File: src/design/jet_pkg.sv
// jet_pkg: shared types, constants and helpers of the julia escape-time block
// used by jet_csr, jet_mul, julia_escape_time_top and both sim benches; depends on nothing
package jet_pkg;

   localparam int DATA_W  = 32;
   localparam int PROD_W  = 64;
   localparam int COUNT_W = 16;
   localparam int PIX_W   = 10;
   localparam int IDX_W   = 3;
   localparam int Q_FRAC  = 28;

   localparam logic [PROD_W-1:0] ESCAPE_MAG = 64'h0200_0000_0000_0000;
   localparam logic [COUNT_W-1:0] LIMIT_RESET = 16'd256;

   localparam logic [IDX_W-1:0] REG_ORIGIN_RE  = 3'd0;
   localparam logic [IDX_W-1:0] REG_ORIGIN_IM  = 3'd1;
   localparam logic [IDX_W-1:0] REG_STEP_RE    = 3'd2;
   localparam logic [IDX_W-1:0] REG_STEP_IM    = 3'd3;
   localparam logic [IDX_W-1:0] REG_CONST_RE   = 3'd4;
   localparam logic [IDX_W-1:0] REG_CONST_IM   = 3'd5;
   localparam logic [IDX_W-1:0] REG_ITER_LIMIT = 3'd6;

   typedef struct packed {
      logic signed [DATA_W-1:0] origin_re;
      logic signed [DATA_W-1:0] origin_im;
      logic signed [DATA_W-1:0] step_re;
      logic signed [DATA_W-1:0] step_im;
      logic signed [DATA_W-1:0] const_re;
      logic signed [DATA_W-1:0] const_im;
      logic [COUNT_W-1:0]       iter_limit;
   } cfg_type;

   typedef enum logic [8:0] {
      S_IDLE    = 9'b000000001,
      S_MAP_RE  = 9'b000000010,
      S_MAP_IM  = 9'b000000100,
      S_MAP_FIN = 9'b000001000,
      S_RR      = 9'b000010000,
      S_II      = 9'b000100000,
      S_RI      = 9'b001000000,
      S_UPD     = 9'b010000000,
      S_DONE    = 9'b100000000
   } state_type;

   function automatic logic signed [DATA_W-1:0] sat32(input logic signed [PROD_W-1:0] v);
      logic signed [DATA_W-1:0] r;
      if (v > 64'sd2147483647) begin
         r = 32'sh7fff_ffff;
      end else if (v < -64'sd2147483648) begin
         r = 32'sh8000_0000;
      end else begin
         r = v[DATA_W-1:0];
      end
      return r;
   endfunction

endpackage

File: src/design/jet_csr.sv
// jet_csr: configuration register file written through the csr port
// depends on jet_pkg for cfg_type and register indexes
module jet_csr import jet_pkg::*; (
   input  logic                 clock,
   input  logic                 reset,
   input  logic                 csr_we,
   input  logic [IDX_W-1:0]     csr_index,
   input  logic [DATA_W-1:0]    csr_wdata,
   output cfg_type              cfg
);

   cfg_type cfg_ff;
   cfg_type cfg_in;

   always_comb begin
      cfg_in = cfg_ff;
      if (csr_we) begin
         case (csr_index)
            REG_ORIGIN_RE:  cfg_in.origin_re  = csr_wdata;
            REG_ORIGIN_IM:  cfg_in.origin_im  = csr_wdata;
            REG_STEP_RE:    cfg_in.step_re    = csr_wdata;
            REG_STEP_IM:    cfg_in.step_im    = csr_wdata;
            REG_CONST_RE:   cfg_in.const_re   = csr_wdata;
            REG_CONST_IM:   cfg_in.const_im   = csr_wdata;
            REG_ITER_LIMIT: cfg_in.iter_limit = csr_wdata[COUNT_W-1:0];
            default:        cfg_in = cfg_ff;
         endcase
      end
   end

   always_ff @(posedge clock) begin
      if (reset) begin
         cfg_ff <= '{origin_re:  '0,
                     origin_im:  '0,
                     step_re:    '0,
                     step_im:    '0,
                     const_re:   '0,
                     const_im:   '0,
                     iter_limit: LIMIT_RESET};
      end else begin
         cfg_ff <= cfg_in;
      end
   end

   assign cfg = cfg_ff;

endmodule

File: src/design/jet_mul.sv
// jet_mul: shared signed 32 x 32 multiplier with registered 64-bit product
// depends on jet_pkg for widths
module jet_mul import jet_pkg::*; (
   input  logic                     clock,
   input  logic signed [DATA_W-1:0] mul_a,
   input  logic signed [DATA_W-1:0] mul_b,
   output logic signed [PROD_W-1:0] mul_p
);

   logic signed [PROD_W-1:0] prod_ff;
   logic signed [PROD_W-1:0] prod_in;

   assign prod_in = PROD_W'(mul_a) * PROD_W'(mul_b);

   always_ff @(posedge clock) begin
      prod_ff <= prod_in;
   end

   assign mul_p = prod_ff;

endmodule

File: src/design/julia_escape_time_top.sv
// julia_escape_time_top: sequencer and datapath of the julia escape-time block
// depends on jet_pkg, jet_csr and jet_mul
//
// usage:
//   req channel carries one pixel (column, row) per item; rsp channel returns
//   its escape count. csr port writes the mapping, the constant c and the
//   iteration limit; write it only while no item is in flight.
// sequencing:
//   one shared multiplier forms every product, so each iteration steps through
//   the states re*re, im*im, re*im and update; mapping steps through S_MAP_RE,
//   S_MAP_IM and S_MAP_FIN. the next item can be taken in the cycle
//   after the count leaves the sequencer; req_tready is high only while the
//   sequencer is idle.
// reset:
//   synchronous reset empties the block and loads the register defaults
//   (all coordinates zero, limit 256).
// stall:
//   a waiting result sits in the output register; one more item is computed
//   and holds in the sequencer until the receiver takes the first.
module julia_escape_time_top import jet_pkg::*; #(
   parameter int MAX_DIM = 1024
) (
   input  logic                clock,
   input  logic                reset,
   input  logic                req_tvalid,
   output logic                req_tready,
   input  logic [23:0]         req_tdata,   // pixel_x[9:0], pixel_y[19:10], zero pad
   output logic                rsp_tvalid,
   input  logic                rsp_tready,
   output logic [15:0]         rsp_tdata,   // escape_count[15:0]
   input  logic                csr_we,
   input  logic [IDX_W-1:0]    csr_index,
   input  logic [DATA_W-1:0]   csr_wdata
);

   localparam logic [16:0] MAX_IDX = 17'(MAX_DIM - 1);

   cfg_type cfg;

   state_type state_ff, state_in;
   logic [PIX_W-1:0]         px_ff, px_in, py_ff, py_in;
   logic signed [DATA_W-1:0] re_ff, re_in, im_ff, im_in;
   logic signed [PROD_W-1:0] rr_ff, rr_in, ii_ff, ii_in;
   logic [COUNT_W-1:0]       i_ff, i_in;
   logic                     rsp_valid_ff, rsp_valid_in;
   logic [COUNT_W-1:0]       rsp_data_ff, rsp_data_in;

   logic signed [DATA_W-1:0] mul_a, mul_b;
   logic signed [PROD_W-1:0] mul_p;
   logic [PIX_W-1:0]         px_clamp, py_clamp;
   logic [PROD_W-1:0]        mag;
   logic signed [PROD_W-1:0] map_re_sum, map_im_sum, nre_sum, nim_sum;
   logic [COUNT_W-1:0]       i_next;
   logic                     req_fire;

   jet_csr u_csr (
      .clock     (clock),
      .reset     (reset),
      .csr_we    (csr_we),
      .csr_index (csr_index),
      .csr_wdata (csr_wdata),
      .cfg       (cfg)
   );

   jet_mul u_mul (
      .clock (clock),
      .mul_a (mul_a),
      .mul_b (mul_b),
      .mul_p (mul_p)
   );

   assign req_tready = (state_ff == S_IDLE);
   assign req_fire   = req_tvalid && req_tready;

   always_comb begin
      px_clamp = req_tdata[9:0];
      py_clamp = req_tdata[19:10];
      if ({7'b0, req_tdata[9:0]} > MAX_IDX) begin
         px_clamp = MAX_IDX[PIX_W-1:0];
      end
      if ({7'b0, req_tdata[19:10]} > MAX_IDX) begin
         py_clamp = MAX_IDX[PIX_W-1:0];
      end
   end

   always_comb begin
      case (state_ff)
         S_MAP_RE: begin
            mul_a = DATA_W'(signed'({1'b0, px_ff}));
            mul_b = cfg.step_re;
         end
         S_MAP_IM: begin
            mul_a = DATA_W'(signed'({1'b0, py_ff}));
            mul_b = cfg.step_im;
         end
         S_RR: begin
            mul_a = re_ff;
            mul_b = re_ff;
         end
         S_II: begin
            mul_a = im_ff;
            mul_b = im_ff;
         end
         default: begin
            mul_a = re_ff;
            mul_b = im_ff;
         end
      endcase
   end

   assign map_re_sum = PROD_W'(cfg.origin_re) + mul_p;
   assign map_im_sum = -(PROD_W'(cfg.origin_im) + mul_p);
   assign mag        = rr_ff + mul_p;
   assign nre_sum    = ((rr_ff - ii_ff) >>> Q_FRAC) + PROD_W'(cfg.const_re);
   assign nim_sum    = (mul_p >>> (Q_FRAC - 1)) + PROD_W'(cfg.const_im);
   assign i_next     = i_ff + 16'd1;

   always_comb begin
      state_in     = state_ff;
      px_in        = px_ff;
      py_in        = py_ff;
      re_in        = re_ff;
      im_in        = im_ff;
      rr_in        = rr_ff;
      ii_in        = ii_ff;
      i_in         = i_ff;
      rsp_valid_in = rsp_valid_ff && !rsp_tready;
      rsp_data_in  = rsp_data_ff;
      case (state_ff)
         S_IDLE: begin
            if (req_fire) begin
               px_in    = px_clamp;
               py_in    = py_clamp;
               state_in = S_MAP_RE;
            end
         end
         S_MAP_RE: begin
            state_in = S_MAP_IM;
         end
         S_MAP_IM: begin
            re_in    = sat32(map_re_sum);
            state_in = S_MAP_FIN;
         end
         S_MAP_FIN: begin
            im_in = sat32(map_im_sum);
            i_in  = '0;
            if (cfg.iter_limit == '0) begin
               state_in = S_DONE;
            end else begin
               state_in = S_RR;
            end
         end
         S_RR: begin
            state_in = S_II;
         end
         S_II: begin
            rr_in    = mul_p;
            state_in = S_RI;
         end
         S_RI: begin
            ii_in = mul_p;
            if (mag > ESCAPE_MAG) begin
               state_in = S_DONE;
            end else begin
               state_in = S_UPD;
            end
         end
         S_UPD: begin
            re_in = sat32(nre_sum);
            im_in = sat32(nim_sum);
            i_in  = i_next;
            if (i_next == cfg.iter_limit) begin
               state_in = S_DONE;
            end else begin
               state_in = S_RR;
            end
         end
         S_DONE: begin
            if (!rsp_valid_ff || rsp_tready) begin
               rsp_valid_in = 1'b1;
               rsp_data_in  = i_ff;
               state_in     = S_IDLE;
            end
         end
         default: begin
            state_in = S_IDLE;
         end
      endcase
   end

   always_ff @(posedge clock) begin
      if (reset) begin
         state_ff     <= S_IDLE;
         rsp_valid_ff <= 1'b0;
      end else begin
         state_ff     <= state_in;
         rsp_valid_ff <= rsp_valid_in;
      end
   end

   always_ff @(posedge clock) begin
      px_ff       <= px_in;
      py_ff       <= py_in;
      re_ff       <= re_in;
      im_ff       <= im_in;
      rr_ff       <= rr_in;
      ii_ff       <= ii_in;
      i_ff        <= i_in;
      rsp_data_ff <= rsp_data_in;
   end

   assign rsp_tvalid = rsp_valid_ff;
   assign rsp_tdata  = rsp_data_ff;

   a_count_in_limit: assert property (@(posedge clock) disable iff (reset)
      (state_ff == S_RR || state_ff == S_II || state_ff == S_RI || state_ff == S_UPD)
      |-> (i_ff < cfg.iter_limit))
      else $error("iteration count reached the limit inside the loop");

   a_busy_after_accept: assert property (@(posedge clock) disable iff (reset)
      req_fire |=> (!req_tready && state_ff == S_MAP_RE))
      else $error("sequencer did not start after an accepted item");

   a_result_bounded: assert property (@(posedge clock) disable iff (reset)
      (state_ff == S_DONE && (!rsp_valid_ff || rsp_tready))
      |=> (rsp_tvalid && rsp_tdata <= cfg.iter_limit))
      else $error("escape count above the iteration limit");

endmodule

File: config.mk
export PLATFORM = sky130hd
export DESIGN_NAME = julia_escape_time_top
export DESIGN_NICKNAME = d
export VERILOG_FILES = /design/src/design/jet_pkg.sv /design/src/design/jet_csr.sv /design/src/design/jet_mul.sv /design/src/design/julia_escape_time_top.sv
export SDC_FILE = /design/constraint.sdc
export NUM_CORES = 2
export LEC_CHECK = 0
export BUFFER_PORTS_ARGS = -buffer_cell sky130_fd_sc_hd__buf_2
export CAP_MARGIN = 10
export CORE_ASPECT_RATIO = 0.6
export CORE_MARGIN = 4
export CORE_UTILIZATION = 66
export DETAILED_ROUTE_END_ITERATION = 7
export PLACE_DENSITY = 0.83
export SYNTH_ARGS = -nofsm -noshare
export SYNTH_HDL_FRONTEND = slang
export SYNTH_HIERARCHICAL = 1
export SYNTH_SLANG_ARGS = --single-unit
export TNS_END_PERCENT = 20
File: constraint.sdc
create_clock -name clock -period 25.1 [get_ports clock]
set_input_delay 3.765 -clock clock [delete_from_list [all_inputs] [get_ports clock]]
set_output_delay 3.765 -clock clock [all_outputs]
set_load 0.01 [all_outputs]
### Word level (Yosys, flattened, before mapping)

Cells that the tools add are included.

| word-level totals | value |
|---|---|
| flip-flop bits (word level) | 526 |
| bits of input ports | 64 |

| cells by class | value |
|---|---|
| magnitude comparators | 9 |
| multiplexer cells | 21 |
| add/subtract/negate cells | 8 |
| equality and inequality tests | 18 |
| multiply operators | 1 |
| reductions and logical operators | 19 |

Operator list:

| cell | number |
|---|---|
| $mux 32 | 8 |
| $pmux 32 s3 | 2 |
| $add 32x64->64 | 2 |
| $gt 64x32->1 const B | 2 |
| $lt 64x32->1 const B | 2 |
| $pmux 32 s2 | 2 |
| $pmux 9 s9 | 1 |
| $add 64x64->64 | 1 |
| $gt 64x58->1 const B | 1 |
| $mul 32x32->64 | 1 |
| $neg 64->64 | 1 |
| $sub 64x64->64 | 1 |
| $mux 9 | 5 |
| $add 37x32->38 | 1 |
| $gt 38x32->1 const B | 1 |
| $lt 38x32->1 const B | 1 |
| $add 36x32->37 | 1 |
| $gt 37x32->1 const B | 1 |
| $lt 37x32->1 const B | 1 |
| $pmux 16 s2 | 1 |
| $reduce_and 2->1 | 10 |
| $add 16x1->16 const B | 1 |
| $eq 16x16->1 | 1 |
| $logic_not 16->1 | 1 |
| 20 further kinds | 27 |

### Depth between registers and ports, before layout

| depth | value |
|---|---|
| word-level depth | 6 |
| gate-level depth with buffers | 37 |

### Hierarchy

The synthesis kept the hierarchy.

By module, submodules not included:

| module | cells an instance | area an instance (µm²) | sequential area each (µm²) | instances |
|---|---|---|---|---|
| jet_mul | 4162 | 38309.2 | 1281.2 | 1 |
| julia_escape_time_top | 3837 | 30701.9 | 7527.2 | 1 |
| jet_csr | 720 | 8106.5 | 4164.0 | 1 |

### Least setup slack after synthesis

OpenSTA, ideal clock, no wires.

| timing path | value |
|---|---|
| kind | reg-to-reg |
| from | reg state_ff[4] |
| to | reg u_mul.prod_ff[63], in the netlist u_mul/mul_p[63] |
| setup time | 121 ps |
| stages on the path, launching flop included | 33 |
| arrival time | 10545 ps |
| slack | 14434 ps |
| path through | dfxtp_1 -> nor4_1 -> and4b_1 -> clkbuf_1 -> buf_1 -> a22o_1 -> clkbuf_1 -> nand2_1 -> fa_1 -> inv_1 -> fa_1 -> inv_1 -> fa_1 -> fa_1 -> inv_1 -> fa_1 -> fa_1 -> fa_1 -> inv_1 -> fa_1 -> inv_1 -> ha_1 -> clkbuf_1 -> a21oi_1 -> o22a_1 -> nand3_1 -> a221o_1 -> o21ai_1 -> a21oi_1 -> o31ai_1 -> o21ai_0 -> a21o_1 -> xnor2_1 |

| between the ends | value |
|---|---|
| cells in the longest elaborated chain, start to end | 3 |
| elaborated cells between the ends (all ways) | 7 |
| those cells by class | 1 x mul; 4 x eq/ne; 2 x mux |

RTL lines:

| item | line | text |
|---|---|---|
| from (decl) | julia_escape_time_top.sv:40 | `state_type state_ff, state_in;` |
| from (signal assigned) | julia_escape_time_top.sv:196 | `state_ff <= state_in;` |
| $eq 9x6->1, or another cell as far along | julia_escape_time_top.sv:87 | `case (state_ff)` |
| $pmux 32 s3 (*) | julia_escape_time_top.sv:87 |  |
| named net mul_a[17] | julia_escape_time_top.sv:48 | `logic signed [DATA_W-1:0] mul_a, mul_b;` |
| $mul 32x32->64 (*) | jet_mul.sv:13 | `assign prod_in = PROD_W'(mul_a) * PROD_W'(mul_b);` |
| named net u_mul.prod_in[63] | jet_mul.sv:11 | `logic signed [PROD_W-1:0] prod_in;` |
| to (signal assigned) | jet_mul.sv:16 | `prod_ff <= prod_in;` |
| to (decl) | jet_mul.sv:10 | `logic signed [PROD_W-1:0] prod_ff;` |

Mark *: on every way through the listed nets, which the timed path passes. The rest lies on a longest branch.
A chain may end at the register's enable or synchronous reset.

### Final worst setup path

| timing path | value |
|---|---|
| from | reg state_ff[4] |
| to | reg u_mul.prod_ff[63], in the netlist u_mul/mul_p[63] |

| between the ends | value |
|---|---|
| cells in the longest elaborated chain, start to end | 3 |
| elaborated cells between the ends (all ways) | 7 |
| those cells by class | 1 x mul; 4 x eq/ne; 2 x mux |

RTL lines:

| item | line |
|---|---|
| $eq 9x5->1, or another cell as far along | julia_escape_time_top.sv:87 |
| $pmux 32 s3 (*) | julia_escape_time_top.sv:87 |
| named net mul_b[10] | julia_escape_time_top.sv:48 |
| $mul 32x32->64 (*) | jet_mul.sv:13 |
| named net u_mul.prod_in[63] | jet_mul.sv:11 |

Marked as above.

==> results.sh <==
export IMPL_grt_pass1_vias=64500
export IMPL_fp_coreArea_sq_um=115000
export IMPL_layout_common_cells="1402 x inv_1, 1087 x fa_1, 877 x nand2_1"
export IMPL_max_stage_delay_ns=0.92
export IMPL_syn_num_nets=10400
export IMPL_routed_wl_microns=247000
export IMPL_synth_edf_count=244
export IMPL_placed_cell_area_sq_um=78800
export IMPL_clk_pin_slew_worst_paths_ns=0.07
export IMPL_drive_above_1_share_pct=4.34
export IMPL_cts_tree="done"
export IMPL_ys_dominant_reg_cell="dfxtp_1"
export IMPL_drv_slew=0
export IMPL_clockRootBuffer="clkbuf_16"
export IMPL_yosysSeqAreaShare_pct=16.8
export IMPL_cp_top_family="adder cells"
export IMPL_clockBufferDepth=3
export IMPL_first_iter_violations=8004
export IMPL_cap_viol_max_count=0
export IMPL_ctsHtreeMaxLevel=2
export IMPL_fin_crit_ns=12.34
export IMPL_synth_avg_cell_area_sq_um=8.84
export IMPL_finalNetCount=10200
export IMPL_nFillCells=8709
export IMPL_hpwl_microns=195000
export IMPL_cts_resized=0
export IMPL_cp_required_ns=25.60
export IMPL_crit_buf_inv=7
export IMPL_yosysWarnings=6
export IMPL_layout_commonest_cell="inv_1"
export IMPL_dp_cells=9989
export IMPL_io_pins=82
export IMPL_cts_hold_buffers=0
export IMPL_fin_area_sq_um=80400
export IMPL_postSynth_asyncResetShare_pct=0
export IMPL_grt_max_degree=107
export IMPL_gp_congestion=1.03
export IMPL_ys_ff_latch=526
export IMPL_vias_per_cell=6.43
export IMPL_port_buffers=77
export IMPL_hold_ws_ns=0.473
export IMPL_syn_cell_area_sq_um=77100
export IMPL_min_path_type="flop to flop"
export IMPL_cp_slowest_cell="a21oi_4"
export IMPL_tns_ns=0
export IMPL_cts_setup_buffers=0
export IMPL_cts_sinks=526
export IMPL_hold_violations=0
export IMPL_cts_buffers=46
export IMPL_crit_path_frequent_cell="fa_1"
export IMPL_stdcell_count=10100
export IMPL_drt_drc_violations_left=0
export IMPL_finClkSkew_ns=0.0415
export IMPL_first_pass_iters=8
export IMPL_max_freq_mhz=81.1
export IMPL_row_count=96
export IMPL_fin_crit_sh_pct=49.1
export IMPL_worst_pin_slew_ns=1.40
export IMPL_postRouteAntennaNets=0
export IMPL_crit_fanout=59
export IMPL_start_kind="flop"
export IMPL_setup_viol=0
export IMPL_criticalPathCategory="flop to flop"
export IMPL_die_area_sq_um=123000
export IMPL_critPathCaptureType="flop"
export IMPL_run_status="finished, final reports clean"
export IMPL_rsz0062_at_grt="false"
export IMPL_grt_pass1_wl_microns=380000
export IMPL_wl_per_cell_microns=24.5
export IMPL_relSlewSlack_pct=5.81
export IMPL_clock_latency_ns=0.63
export IMPL_grtUsageTotal_pct=40.2
export IMPL_yosysUniqueCellTypes=97
export IMPL_die_y_microns=273
export IMPL_syn2layout_area_growth_pct=4.25
export IMPL_cp_arrival_ns=12.84
export IMPL_die_w_microns=449
export IMPL_synthCells=8719
export IMPL_grt_ovfl_total=0
export IMPL_vias=64900
export IMPL_initial_core_util_pct=66.9
export IMPL_grt_antenna_before_repair=22
==> cells by family (layout without fill, tap and decap cells) <==
kind of cell,after synthesis,in the layout,share of synthesized area [%]
XOR/XNOR,335,335,3.80
flip-flops,526,526,16.8
adder cells (fa/ha/maj),1658,1658,37.5
AO/OA/AOI/OAI,1544,1544,12.9
AND/OR/NAND/NOR,2620,2620,17.2
other,0,9,0
multiplexers,224,224,2.91
buffers and inverters,1812,1649,8.93
==> worst register-to-register path: cells and delay by family (launching register included) <==
kind                     cells  cell delay (ns)
adder cells (fa/ha/maj)      9             4.64
XOR/XNOR                     1             0.12
flip-flops                   1             0.36
AND/OR/NAND/NOR              5             1.74
buffers and inverters        7             1.55
AO/OA/AOI/OAI               10             3.83
==> registers in the layout, summed over array words and instances, names as in the netlist <==
register,count
u_csr/cfg,208
ii_ff,64
rr_ff,64
u_mul/mul_p,64
im_ff,32
re_ff,32
i_ff,16
rsp_tdata,16
px_ff,10
py_ff,10
state_ff,9
rsp_tvalid,1
==> area by class of cell <==
| cell class | instances | area [sq um] | area share, % |
|---|---|---|---|
| antenna | 9 | 22.5 | 0.0280 |
| clock buffer | 58 | 1270 | 1.58 |
| clock inverter | 27 | 268 | 0.333 |
| inverter | 1402 | 5260 | 6.55 |
| multi-input combinational | 6381 | 57700 | 71.7 |
| sequential | 526 | 13000 | 16.1 |
| tap | 1519 | 1900 | 2.36 |
| timing repair buffer | 162 | 1030 | 1.28 |
==> through the flow <==
stage,setup slack (ns),utilization [%]
after floorplan,14.43,-
after detailed placement,13.07,68.4
after global placement,13.34,68.4
final,12.76,69.8
after CTS,13.00,69.8
after global routing,12.24,69.8
==> cells in the mapped netlist, types with 36 or more instances <==
cell type  instances  area (sq um)
dfxtp_1          282          5650
inv_1           1402          5260
a211oi_1          53           398
a22o_1            36           315
a31oi_1           88           551
a21o_1           166          1250
and2_1           548          3430
nand3_1          110           551
nor3_1            94           470
ha_1             571          7140
o21a_1            46           345
nand2_1          878          3300
edfxtp_1         244          7330
o21bai_1          59           443
nor2b_1           44           275
clkbuf_1         358          1340
o21ai_0          232          1160
a21oi_1          542          2710
mux2i_1          221          2210
nand2b_1         282          1760
nor4_1            43           269
nor2_1           354          1330
fa_1            1087         21800
nand4_1          116           726
xnor2_1          204          1790
xor2_1           131          1150
==> routing by layer <==
layer  vias to the layer above  wire length (microns)  global-route usage (%)  part of all wire, %
li1                      28100                      -                       -                    -
met1                     32000                 102000                    58.9                   41
met2                      4167                  97200                    54.8                   39
met3                       608                  37400                    14.4                   15
met4                        26                   9910                    13.7                  4.0
met5                         -                    450                    1.84                 0.18
==> path summary, 6_finish.rpt <==
path / endpoint / from / slack (ns) / cells after the start
min: u_csr/cfg[173] / u_csr/cfg[173] / 0.47 / 2
min reg2reg: u_csr/cfg[173] / u_csr/cfg[173] / 0.47 / 2
max reg2reg: u_mul/mul_p[63] / state_ff[4] / 12.76 / 32
max: u_mul/mul_p[63] / state_ff[4] / 12.76 / 32
Power is not shown: default switching activity piles up to over one toggle a cycle in this logic, so the estimate is an artifact.
